[src/hdl/irpwfd_pkg.sv]
// irpwfd_pkg: shared types, constants and register codes for the ir frame decoder
`default_nettype none
package irpwfd_pkg;

    // fixed field widths
    localparam int TS_W   = 16;
    localparam int CODE_W = 7;
    localparam int SLOT_W = 3;
    localparam int CFG_W  = 16;
    localparam int IDX_W  = 3;

    // frame length default, abort limit and time base wrap
    localparam int FRAME_BITS_DEF = 7;
    localparam logic [TS_W-1:0] ABORT_TICKS  = 16'd300;
    localparam logic [TS_W:0]   TIME_MODULUS = 17'd65535;

    // register reset values
    localparam logic [TS_W-1:0]   LEADER_MIN_RST = 16'd370;
    localparam logic [TS_W-1:0]   LEADER_MAX_RST = 16'd550;
    localparam logic [TS_W-1:0]   ONE_MIN_RST    = 16'd100;
    localparam logic [TS_W-1:0]   ONE_MAX_RST    = 16'd210;
    localparam logic [CODE_W-1:0] CODE_RST       = 7'd0;

    // register indexes
    localparam logic [IDX_W-1:0] CFG_LEADER_MIN     = 3'd0;
    localparam logic [IDX_W-1:0] CFG_LEADER_MAX     = 3'd1;
    localparam logic [IDX_W-1:0] CFG_ONE_MIN        = 3'd2;
    localparam logic [IDX_W-1:0] CFG_ONE_MAX        = 3'd3;
    localparam logic [IDX_W-1:0] CFG_CODE_LEFT      = 3'd4;
    localparam logic [IDX_W-1:0] CFG_CODE_MID_LEFT  = 3'd5;
    localparam logic [IDX_W-1:0] CFG_CODE_RIGHT     = 3'd6;
    localparam logic [IDX_W-1:0] CFG_CODE_MID_RIGHT = 3'd7;

    // match slot codes
    localparam logic [SLOT_W-1:0] SLOT_NONE      = 3'd0;
    localparam logic [SLOT_W-1:0] SLOT_LEFT      = 3'd1;
    localparam logic [SLOT_W-1:0] SLOT_MID_LEFT  = 3'd2;
    localparam logic [SLOT_W-1:0] SLOT_RIGHT     = 3'd3;
    localparam logic [SLOT_W-1:0] SLOT_MID_RIGHT = 3'd4;

    typedef struct packed {
        logic            pin_level;
        logic [TS_W-1:0] timestamp;
    } t_in_item;

    typedef struct packed {
        logic              frame_done;
        logic [CODE_W-1:0] frame_code;
        logic [SLOT_W-1:0] match_slot;
        logic              leader_found;
        logic              aborted;
    } t_out_item;

    typedef struct packed {
        logic [TS_W-1:0]   leader_min;
        logic [TS_W-1:0]   leader_max;
        logic [TS_W-1:0]   one_min;
        logic [TS_W-1:0]   one_max;
        logic [CODE_W-1:0] code_left;
        logic [CODE_W-1:0] code_mid_left;
        logic [CODE_W-1:0] code_right;
        logic [CODE_W-1:0] code_mid_right;
    } t_cfg;

endpackage
`default_nettype wire

[src/hdl/irpwfd_cfg_regs.sv]
// irpwfd_cfg_regs: configuration register file with plain write port
`default_nettype none
module irpwfd_cfg_regs (
    input  wire logic                          i_clk,
    input  wire logic                          i_rst_n,
    input  wire logic                          i_cfg_we,
    input  wire logic [irpwfd_pkg::IDX_W-1:0]  i_cfg_index,
    input  wire logic [irpwfd_pkg::CFG_W-1:0]  i_cfg_data,
    output irpwfd_pkg::t_cfg                   o_cfg
);
    import irpwfd_pkg::*;

    t_cfg r_cfg;

    // register writes
    always_ff @(posedge i_clk) begin
        if (!i_rst_n) begin
            r_cfg.leader_min     <= LEADER_MIN_RST;
            r_cfg.leader_max     <= LEADER_MAX_RST;
            r_cfg.one_min        <= ONE_MIN_RST;
            r_cfg.one_max        <= ONE_MAX_RST;
            r_cfg.code_left      <= CODE_RST;
            r_cfg.code_mid_left  <= CODE_RST;
            r_cfg.code_right     <= CODE_RST;
            r_cfg.code_mid_right <= CODE_RST;
        end else if (i_cfg_we) begin
            case (i_cfg_index)
                CFG_LEADER_MIN:     r_cfg.leader_min     <= i_cfg_data[TS_W-1:0];
                CFG_LEADER_MAX:     r_cfg.leader_max     <= i_cfg_data[TS_W-1:0];
                CFG_ONE_MIN:        r_cfg.one_min        <= i_cfg_data[TS_W-1:0];
                CFG_ONE_MAX:        r_cfg.one_max        <= i_cfg_data[TS_W-1:0];
                CFG_CODE_LEFT:      r_cfg.code_left      <= i_cfg_data[CODE_W-1:0];
                CFG_CODE_MID_LEFT:  r_cfg.code_mid_left  <= i_cfg_data[CODE_W-1:0];
                CFG_CODE_RIGHT:     r_cfg.code_right     <= i_cfg_data[CODE_W-1:0];
                CFG_CODE_MID_RIGHT: r_cfg.code_mid_right <= i_cfg_data[CODE_W-1:0];
                default: ;
            endcase
        end
    end

    assign o_cfg = r_cfg;

endmodule
`default_nettype wire

[src/hdl/irpwfd_slot_match.sv]
// irpwfd_slot_match: priority match of a received code against the four slots
`default_nettype none
module irpwfd_slot_match #(
    parameter int W = 7
) (
    input  wire logic [W-1:0]                  i_data,
    input  wire irpwfd_pkg::t_cfg              i_cfg,
    output logic [irpwfd_pkg::SLOT_W-1:0]      o_slot
);
    import irpwfd_pkg::*;

    // first hit in order left, mid-left, right, mid-right
    always_comb begin
        if (i_data == W'(i_cfg.code_left)) begin
            o_slot = SLOT_LEFT;
        end else if (i_data == W'(i_cfg.code_mid_left)) begin
            o_slot = SLOT_MID_LEFT;
        end else if (i_data == W'(i_cfg.code_right)) begin
            o_slot = SLOT_RIGHT;
        end else if (i_data == W'(i_cfg.code_mid_right)) begin
            o_slot = SLOT_MID_RIGHT;
        end else begin
            o_slot = SLOT_NONE;
        end
    end

endmodule
`default_nettype wire

[src/hdl/irpwfd_step.sv]
// irpwfd_step: decoder state and the per-edge pulse timing and bit decode
`default_nettype none
module irpwfd_step #(
    parameter int FRAME_BITS = irpwfd_pkg::FRAME_BITS_DEF
) (
    input  wire logic                 i_clk,
    input  wire logic                 i_rst_n,
    input  wire logic                 i_fire,
    input  wire irpwfd_pkg::t_in_item i_item,
    input  wire irpwfd_pkg::t_cfg     i_cfg,
    output irpwfd_pkg::t_out_item     o_result
);
    import irpwfd_pkg::*;

    localparam int CW   = (FRAME_BITS > 1) ? $clog2(FRAME_BITS) : 1;
    localparam int CMPW = (FRAME_BITS > CODE_W) ? FRAME_BITS : CODE_W;
    localparam logic [CW-1:0] LAST_BIT = CW'(FRAME_BITS - 1);

    logic                  r_rise_seen, n_rise_seen;
    logic                  r_in_frame,  n_in_frame;
    logic [CW-1:0]         r_bit_count, n_bit_count;
    logic [FRAME_BITS-1:0] r_shift,     n_shift;
    logic [TS_W-1:0]       r_rise_time, n_rise_time;

    logic [TS_W:0]         wrap_sum;
    logic [TS_W-1:0]       width;
    logic                  in_leader_win;
    logic                  in_one_win;
    logic                  too_long;
    logic [FRAME_BITS-1:0] shift_bit;
    logic [CMPW-1:0]       code_ext;
    logic [SLOT_W-1:0]     slot;
    t_out_item             res;

    // pulse width with time base wrap
    assign wrap_sum = {1'b0, i_item.timestamp} + TIME_MODULUS - {1'b0, r_rise_time};
    assign width    = (i_item.timestamp >= r_rise_time) ?
                      (i_item.timestamp - r_rise_time) : wrap_sum[TS_W-1:0];

    // window tests
    assign in_leader_win = (width >= i_cfg.leader_min) && (width < i_cfg.leader_max);
    assign in_one_win    = (width >= i_cfg.one_min) && (width < i_cfg.one_max);
    assign too_long      = !in_one_win && (width >= ABORT_TICKS);

    assign shift_bit = r_shift | FRAME_BITS'(in_one_win);
    assign code_ext  = CMPW'(shift_bit);

    irpwfd_slot_match #(.W(CMPW)) u_slot_match (
        .i_data (code_ext),
        .i_cfg  (i_cfg),
        .o_slot (slot)
    );

    // next state and result for one edge event
    always_comb begin
        n_rise_seen = r_rise_seen;
        n_in_frame  = r_in_frame;
        n_bit_count = r_bit_count;
        n_shift     = r_shift;
        n_rise_time = r_rise_time;
        res         = '0;
        if (!r_rise_seen) begin
            if (i_item.pin_level) begin
                n_rise_time = i_item.timestamp;
                n_rise_seen = 1'b1;
            end
        end else if (!i_item.pin_level) begin
            n_rise_seen = 1'b0;
            if (!r_in_frame) begin
                if (in_leader_win) begin
                    n_in_frame       = 1'b1;
                    n_shift          = '0;
                    n_bit_count      = '0;
                    res.leader_found = 1'b1;
                end
            end else if (too_long) begin
                n_in_frame  = 1'b0;
                n_bit_count = '0;
                n_shift     = '0;
                res.aborted = 1'b1;
            end else if (r_bit_count == LAST_BIT) begin
                n_shift        = shift_bit;
                n_in_frame     = 1'b0;
                n_bit_count    = '0;
                res.frame_done = 1'b1;
                res.frame_code = code_ext[CODE_W-1:0];
                res.match_slot = slot;
            end else begin
                n_bit_count = r_bit_count + 1'b1;
                n_shift     = shift_bit << 1;
            end
        end
    end

    // state update on each processed event
    always_ff @(posedge i_clk) begin
        if (!i_rst_n) begin
            r_rise_seen <= 1'b0;
            r_in_frame  <= 1'b0;
            r_bit_count <= '0;
            r_shift     <= '0;
            r_rise_time <= '0;
        end else if (i_fire) begin
            r_rise_seen <= n_rise_seen;
            r_in_frame  <= n_in_frame;
            r_bit_count <= n_bit_count;
            r_shift     <= n_shift;
            r_rise_time <= n_rise_time;
        end
    end

    assign o_result = res;

endmodule
`default_nettype wire

[src/hdl/ir_pulse_width_frame_decoder_core.sv]
// ir_pulse_width_frame_decoder_core: top level of the ir pulse width frame decoder
//
//   channel   direction  handshake                   payload
//   in        input      i_in_valid / o_in_ready     i_in_data  (t_in_item)
//   out       output     o_out_valid / i_out_ready   o_out_data (t_out_item)
//   cfg       input      i_cfg_we                    i_cfg_index, i_cfg_data
//
// one edge event per cycle while the output drains; each event gives exactly
// one result, via the input register, then decode into the result register
// the decode is one compare-and-update step on the pulse state registers
// synchronous active-low reset clears the pipeline valids, decoder state and
// config registers to their defaults
// a stalled output holds the result; the input register keeps taking events
// while it is empty or the result register can drain
`default_nettype none
module ir_pulse_width_frame_decoder_core #(
    parameter int FRAME_BITS = irpwfd_pkg::FRAME_BITS_DEF
) (
    input  wire logic                          i_clk,
    input  wire logic                          i_rst_n,
    input  wire logic                          i_in_valid,
    output logic                               o_in_ready,
    input  wire irpwfd_pkg::t_in_item          i_in_data,
    output logic                               o_out_valid,
    input  wire logic                          i_out_ready,
    output irpwfd_pkg::t_out_item              o_out_data,
    input  wire logic                          i_cfg_we,
    input  wire logic [irpwfd_pkg::IDX_W-1:0]  i_cfg_index,
    input  wire logic [irpwfd_pkg::CFG_W-1:0]  i_cfg_data
);
    import irpwfd_pkg::*;

    logic      r_in_vld;
    t_in_item  r_in_item;
    logic      r_out_vld;
    t_out_item r_out_item;
    logic      advance;
    logic      fire;
    t_cfg      cfg;
    t_out_item result;

    irpwfd_cfg_regs u_cfg_regs (
        .i_clk       (i_clk),
        .i_rst_n     (i_rst_n),
        .i_cfg_we    (i_cfg_we),
        .i_cfg_index (i_cfg_index),
        .i_cfg_data  (i_cfg_data),
        .o_cfg       (cfg)
    );

    // pipeline flow control
    assign advance    = !r_out_vld || i_out_ready;
    assign fire       = r_in_vld && advance;
    assign o_in_ready = !r_in_vld || advance;

    irpwfd_step #(.FRAME_BITS(FRAME_BITS)) u_step (
        .i_clk    (i_clk),
        .i_rst_n  (i_rst_n),
        .i_fire   (fire),
        .i_item   (r_in_item),
        .i_cfg    (cfg),
        .o_result (result)
    );

    // input register
    always_ff @(posedge i_clk) begin
        if (!i_rst_n) begin
            r_in_vld <= 1'b0;
        end else if (i_in_valid && o_in_ready) begin
            r_in_vld <= 1'b1;
        end else if (fire) begin
            r_in_vld <= 1'b0;
        end
    end

    always_ff @(posedge i_clk) begin
        if (i_in_valid && o_in_ready) begin
            r_in_item <= i_in_data;
        end
    end

    // result register
    always_ff @(posedge i_clk) begin
        if (!i_rst_n) begin
            r_out_vld <= 1'b0;
        end else if (advance) begin
            r_out_vld <= r_in_vld;
        end
    end

    always_ff @(posedge i_clk) begin
        if (fire) begin
            r_out_item <= result;
        end
    end

    assign o_out_valid = r_out_vld;
    assign o_out_data  = r_out_item;

endmodule
`default_nettype wire

[config.mk]
export PLATFORM = sky130hd
export DESIGN_NAME = ir_pulse_width_frame_decoder_core
export DESIGN_NICKNAME = d
export VERILOG_FILES = /design/src/hdl/irpwfd_pkg.sv /design/src/hdl/irpwfd_cfg_regs.sv /design/src/hdl/irpwfd_slot_match.sv /design/src/hdl/irpwfd_step.sv /design/src/hdl/ir_pulse_width_frame_decoder_core.sv
export SDC_FILE = /design/constraint.sdc
export NUM_CORES = 1
export LEC_CHECK = 0
export ABC_AREA = 0
export BUFFER_PORTS_ARGS = -buffer_cell sky130_fd_sc_hd__buf_2
export CAP_MARGIN = 0
export CORE_MARGIN = 2
export CORE_UTILIZATION = 51
export DETAILED_ROUTE_END_ITERATION = 10
export GPL_TIMING_DRIVEN = 1
export PLACE_DENSITY = 0.72
export SLEW_MARGIN = 10
export SYNTH_ARGS = -nofsm -noshare
export SYNTH_HDL_FRONTEND = slang
export SYNTH_SLANG_ARGS = --single-unit
[constraint.sdc]
create_clock -name i_clk -period 5.35 [get_ports i_clk]
set_clock_uncertainty 0.05 [all_clocks]
set_input_delay 0.535 -clock i_clk [delete_from_list [all_inputs] [get_ports i_clk]]
set_output_delay 0.535 -clock i_clk [all_outputs]
set_load 0.01 [all_outputs]
==> metrics.txt <==
outcome completed; detailed-route DRC error count 0; sequential fraction of the synthesis area 0.3860; Syn. warnings 0; top layer reached by signal wires met4; Least-Margin Pin Slew ~0.8 ns; fin nets around 1200; global placer's final weighted congestion 0.9457; Worst path top cell family by delay compound AO/OA/AOI/OAI gates; post-synthesis async set-or-reset flop share 0; area fraction in compound gates after synthesis 0.1797; leading register cell type out of synthesis dfxtp_1; combinational share of power 0.212; xor-xnor portion of the synthesized cell area 0.03842; dpl cells 1237; final count of negative-setup-slack endpoints 0; Die Footprint 18040 um2; Post-Synth Adder-Cell Area 0.1187; endpoint required time on the critical path 5.49 ns; library cell used as clock root buffer clkbuf_16; number of input and output port buffers inserted 55; switching part of the total 0.3089; static leakage ~0.0041 uW; number of flops mapped to enable cells by yosys 30; number of clock sinks 152; most common cell after layout, fill and taps aside nand2_1; Net Count, Synth 1112; overall routing resource usage 0.2269; Initial DRT Pass Iterations 5; Vert. Die Dim 134.3 um; flip-flop and latch count after synthesis 152; number of cells on the worst hold path 1; VDD IR-drop max 0.0002390 V; Hold EP r_in_item[6]; worst reg2reg path depth 25; # Max-Cap Violations 0; internal power contribution 2118 uW; mean cell area of the mapped netlist 8.750 um2; area share of and/or/nand/nor cells after synthesis 0.1820; worst min-delay path class in2reg; Die Wd about 130 um; number of filler instances in the final layout 1466; count of H-tree levels built during CTS 4; fraction of final layout cells sized beyond drive strength 1 0.1585; routed wl met2 between 9000 and 10000 um; Final min period roughly 5.2 ns; Critical Path Start Type flop; power per unit of standard cell area between 300 and 400 nW/um2; start point of the worst hold path i_in_data[6]; Area growth, synth to finish 15.89%; per-cell via count in the routed design 5.416; commonest cells after routing, fill and taps aside 188 x nand2_1, 122 x dfxtp_1, 85 x inv_1; Switch Pwr between 900 and 1000 uW; sequential cell area 3343 um2; proportion of synthesized area in mux cells 0.03019; number of hold violations in the final report 0; fin crit share 0.9722; Initial Util 0.5223; clock insertion delay at the later pin of the skew report 0.44 ns; max_slew headroom 0.4683; final-layout worst hold slack between 0.2 and 0.25 ns; final-report max-slew violation count 0; detailed router's first-iteration violation count 322; Final HPWL DP 14180 um; antenna cell count 0; post-route non-filler standard cell count roughly 1300; core footprint 16580 um2; cell count after synthesis 990; number of top-level pins 56; type of the worst setup path reg2reg; unique cell type count in the Yosys netlist between 60 and 70; average wire length per cell after detail routing 15.70 um; Max Fanout on Critical Path 6; endpoint arrival time on the critical path 5.34 ns; post-synth design cell area between 8000 and 9000 um2; standard-cell rows between 40 and 50; Num CTS Buffers 17; via total after detailed routing approximately 7000; WL final 20190 um; critical register-to-register path startpoint r_in_item[0]; max frequency slightly below 0.2 GHz; fraction of power consumed by the clock network 0.391; FF-to-FF setup slack 0.15 ns; deepest clock path buffer count 2; sequential fraction of design power 0.398; vias in the first global route 6709; initial antenna violation count 0; CTS tree yes; reg-to-reg endpoint o_out_data[2]; number of buffer and inverter instances along the worst setup path 5; Overflow after GRT 0; M1 wire length 8854 um; critical path capture point type flop; dominant combinational cell family by area after synthesis simple AND/OR/NAND/NOR gates; area taken by multi-input logic gates 4893 um2; Worst-path clk slew 0.07 ns; antenna viol nets, final 0; cell with the largest stage delay on the worst path or4_1; wire length of the first global-routing pass between 30000 and 40000 um; Crit path largest cell delay 0.50 ns; maximum number of pins on one net before global-route repair 78; metal3 WL between 900 and 1000 um; number of gates on the worst path with buffers counted 25
## how the worst max path moves through the flow
stage	from	endpoint
floorplan	r_in_item[0]	o_out_data[10]
CTS	r_in_item[0]	o_out_data[2]
global placement	r_in_item[0]	o_out_data[2]
finish	r_in_item[0]	o_out_data[2]
global route	r_in_item[0]	o_out_data[2]
detailed placement	r_in_item[0]	o_out_data[6]
## synth_stat cells, drive strengths merged (4+ instances only)
cell type	number	area [um2]
xnor2	25	219.0
a32o	7	70.07
dfxtp	122	2442
nor2b	35	219.0
inv	87	326.6
a21o	22	165.2
ha	79	988.5
buf	10	67.56
a21oi	30	157.7
nand4	18	118.9
nand3	11	55.05
clkbuf	45	168.9
edfxtp	30	900.9
mux2i	25	250.2
nor2	23	86.33
o21ai	29	145.1
nand2	188	705.7
nand2b	9	56.30
and3	5	31.28
xor2	13	113.9
nor3	14	70.07
o21a	4	30.03
nor4	4	25.02
o211ai	21	157.7
a21boi	72	540.5
and2	11	68.82
a31o	4	35.04
## final cells by class
| type | count | share of cell area |
|---|---|---|
| multi-input combinational | 696 | 0.4875 |
| timing repair buffer | 99 | 0.06033 |
| sequential | 152 | 0.3330 |
| clock inverter | 15 | 0.01683 |
| clock buffer | 17 | 0.04238 |
| inverter | 87 | 0.03253 |
| tap | 220 | 0.02742 |
## per-layer routing
metal,vias up,global-route usage
met1,3254,0.2747
met5,-,0
li1,3523,-
met2,151,0.3917
met4,0,0.1035
met3,37,0.04195
## power by group through the flow
| stage | registers, uW | clock network, uW | logic (uW) |
|---|---|---|---|
| 6_report | 1220 | 1200 | 648 |
| 5_1_grt | 1220 | 1270 | 722 |
| 4_1_cts | 1220 | 1210 | 600 |
| 3_5_place_dp | 1240 | 0 | 566 |
| 3_3_place_gp | 1240 | 0 | 559 |
| 2_1_floorplan | 1240 | 0 | 394 |
## state kept, by name, indices dropped and copies added, names as in the netlist
register	flops
r_in_item	17
o_out_valid	1
o_out_data	13
u_step.r_rise_time	16
u_step.r_bit_count	3
u_step.r_in_frame	1
r_in_vld	1
u_cfg_regs.o_cfg	92
u_step.r_shift	7
u_step.r_rise_seen	1
## cell families (layout without fill, tap and decap cells)
kind of cell | count (synthesis) | in the layout
flops | 152 | 152
fa+ha+maj | 81 | 81
mux | 26 | 26
xor+xnor | 38 | 38
buf+inv | 142 | 218
compound gates | 216 | 216
simple gates | 335 | 335
## through the flow
step	area (um2)	util	setup slack, ns	setup TNS (ns)	total power [uW]
floorplan	8662	-	0.2434	0	1637
global placement	9189	0.5541	0.08100	0	1803
detailed placement	9189	0.5541	-0.1321	-1.427	1811
CTS	9881	0.5958	0.02300	0	3034
global route	10040	0.6053	-0.1429	-1.087	3212
finish	10040	0.6053	0.1487	0	3064
## timing repair
| item | CTS | global route |
|---|---|---|
| pin swaps | 2 | 8 |
| hold buffers | 0 | 0 |
| buffers inserted | 11 | 6 |
| endpoints found under the setup margin | 16 | 23 |
| resized for setup | 5 | 25 |
| gates cloned | 0 | 0 |
(Power assumes the default switching activity.)
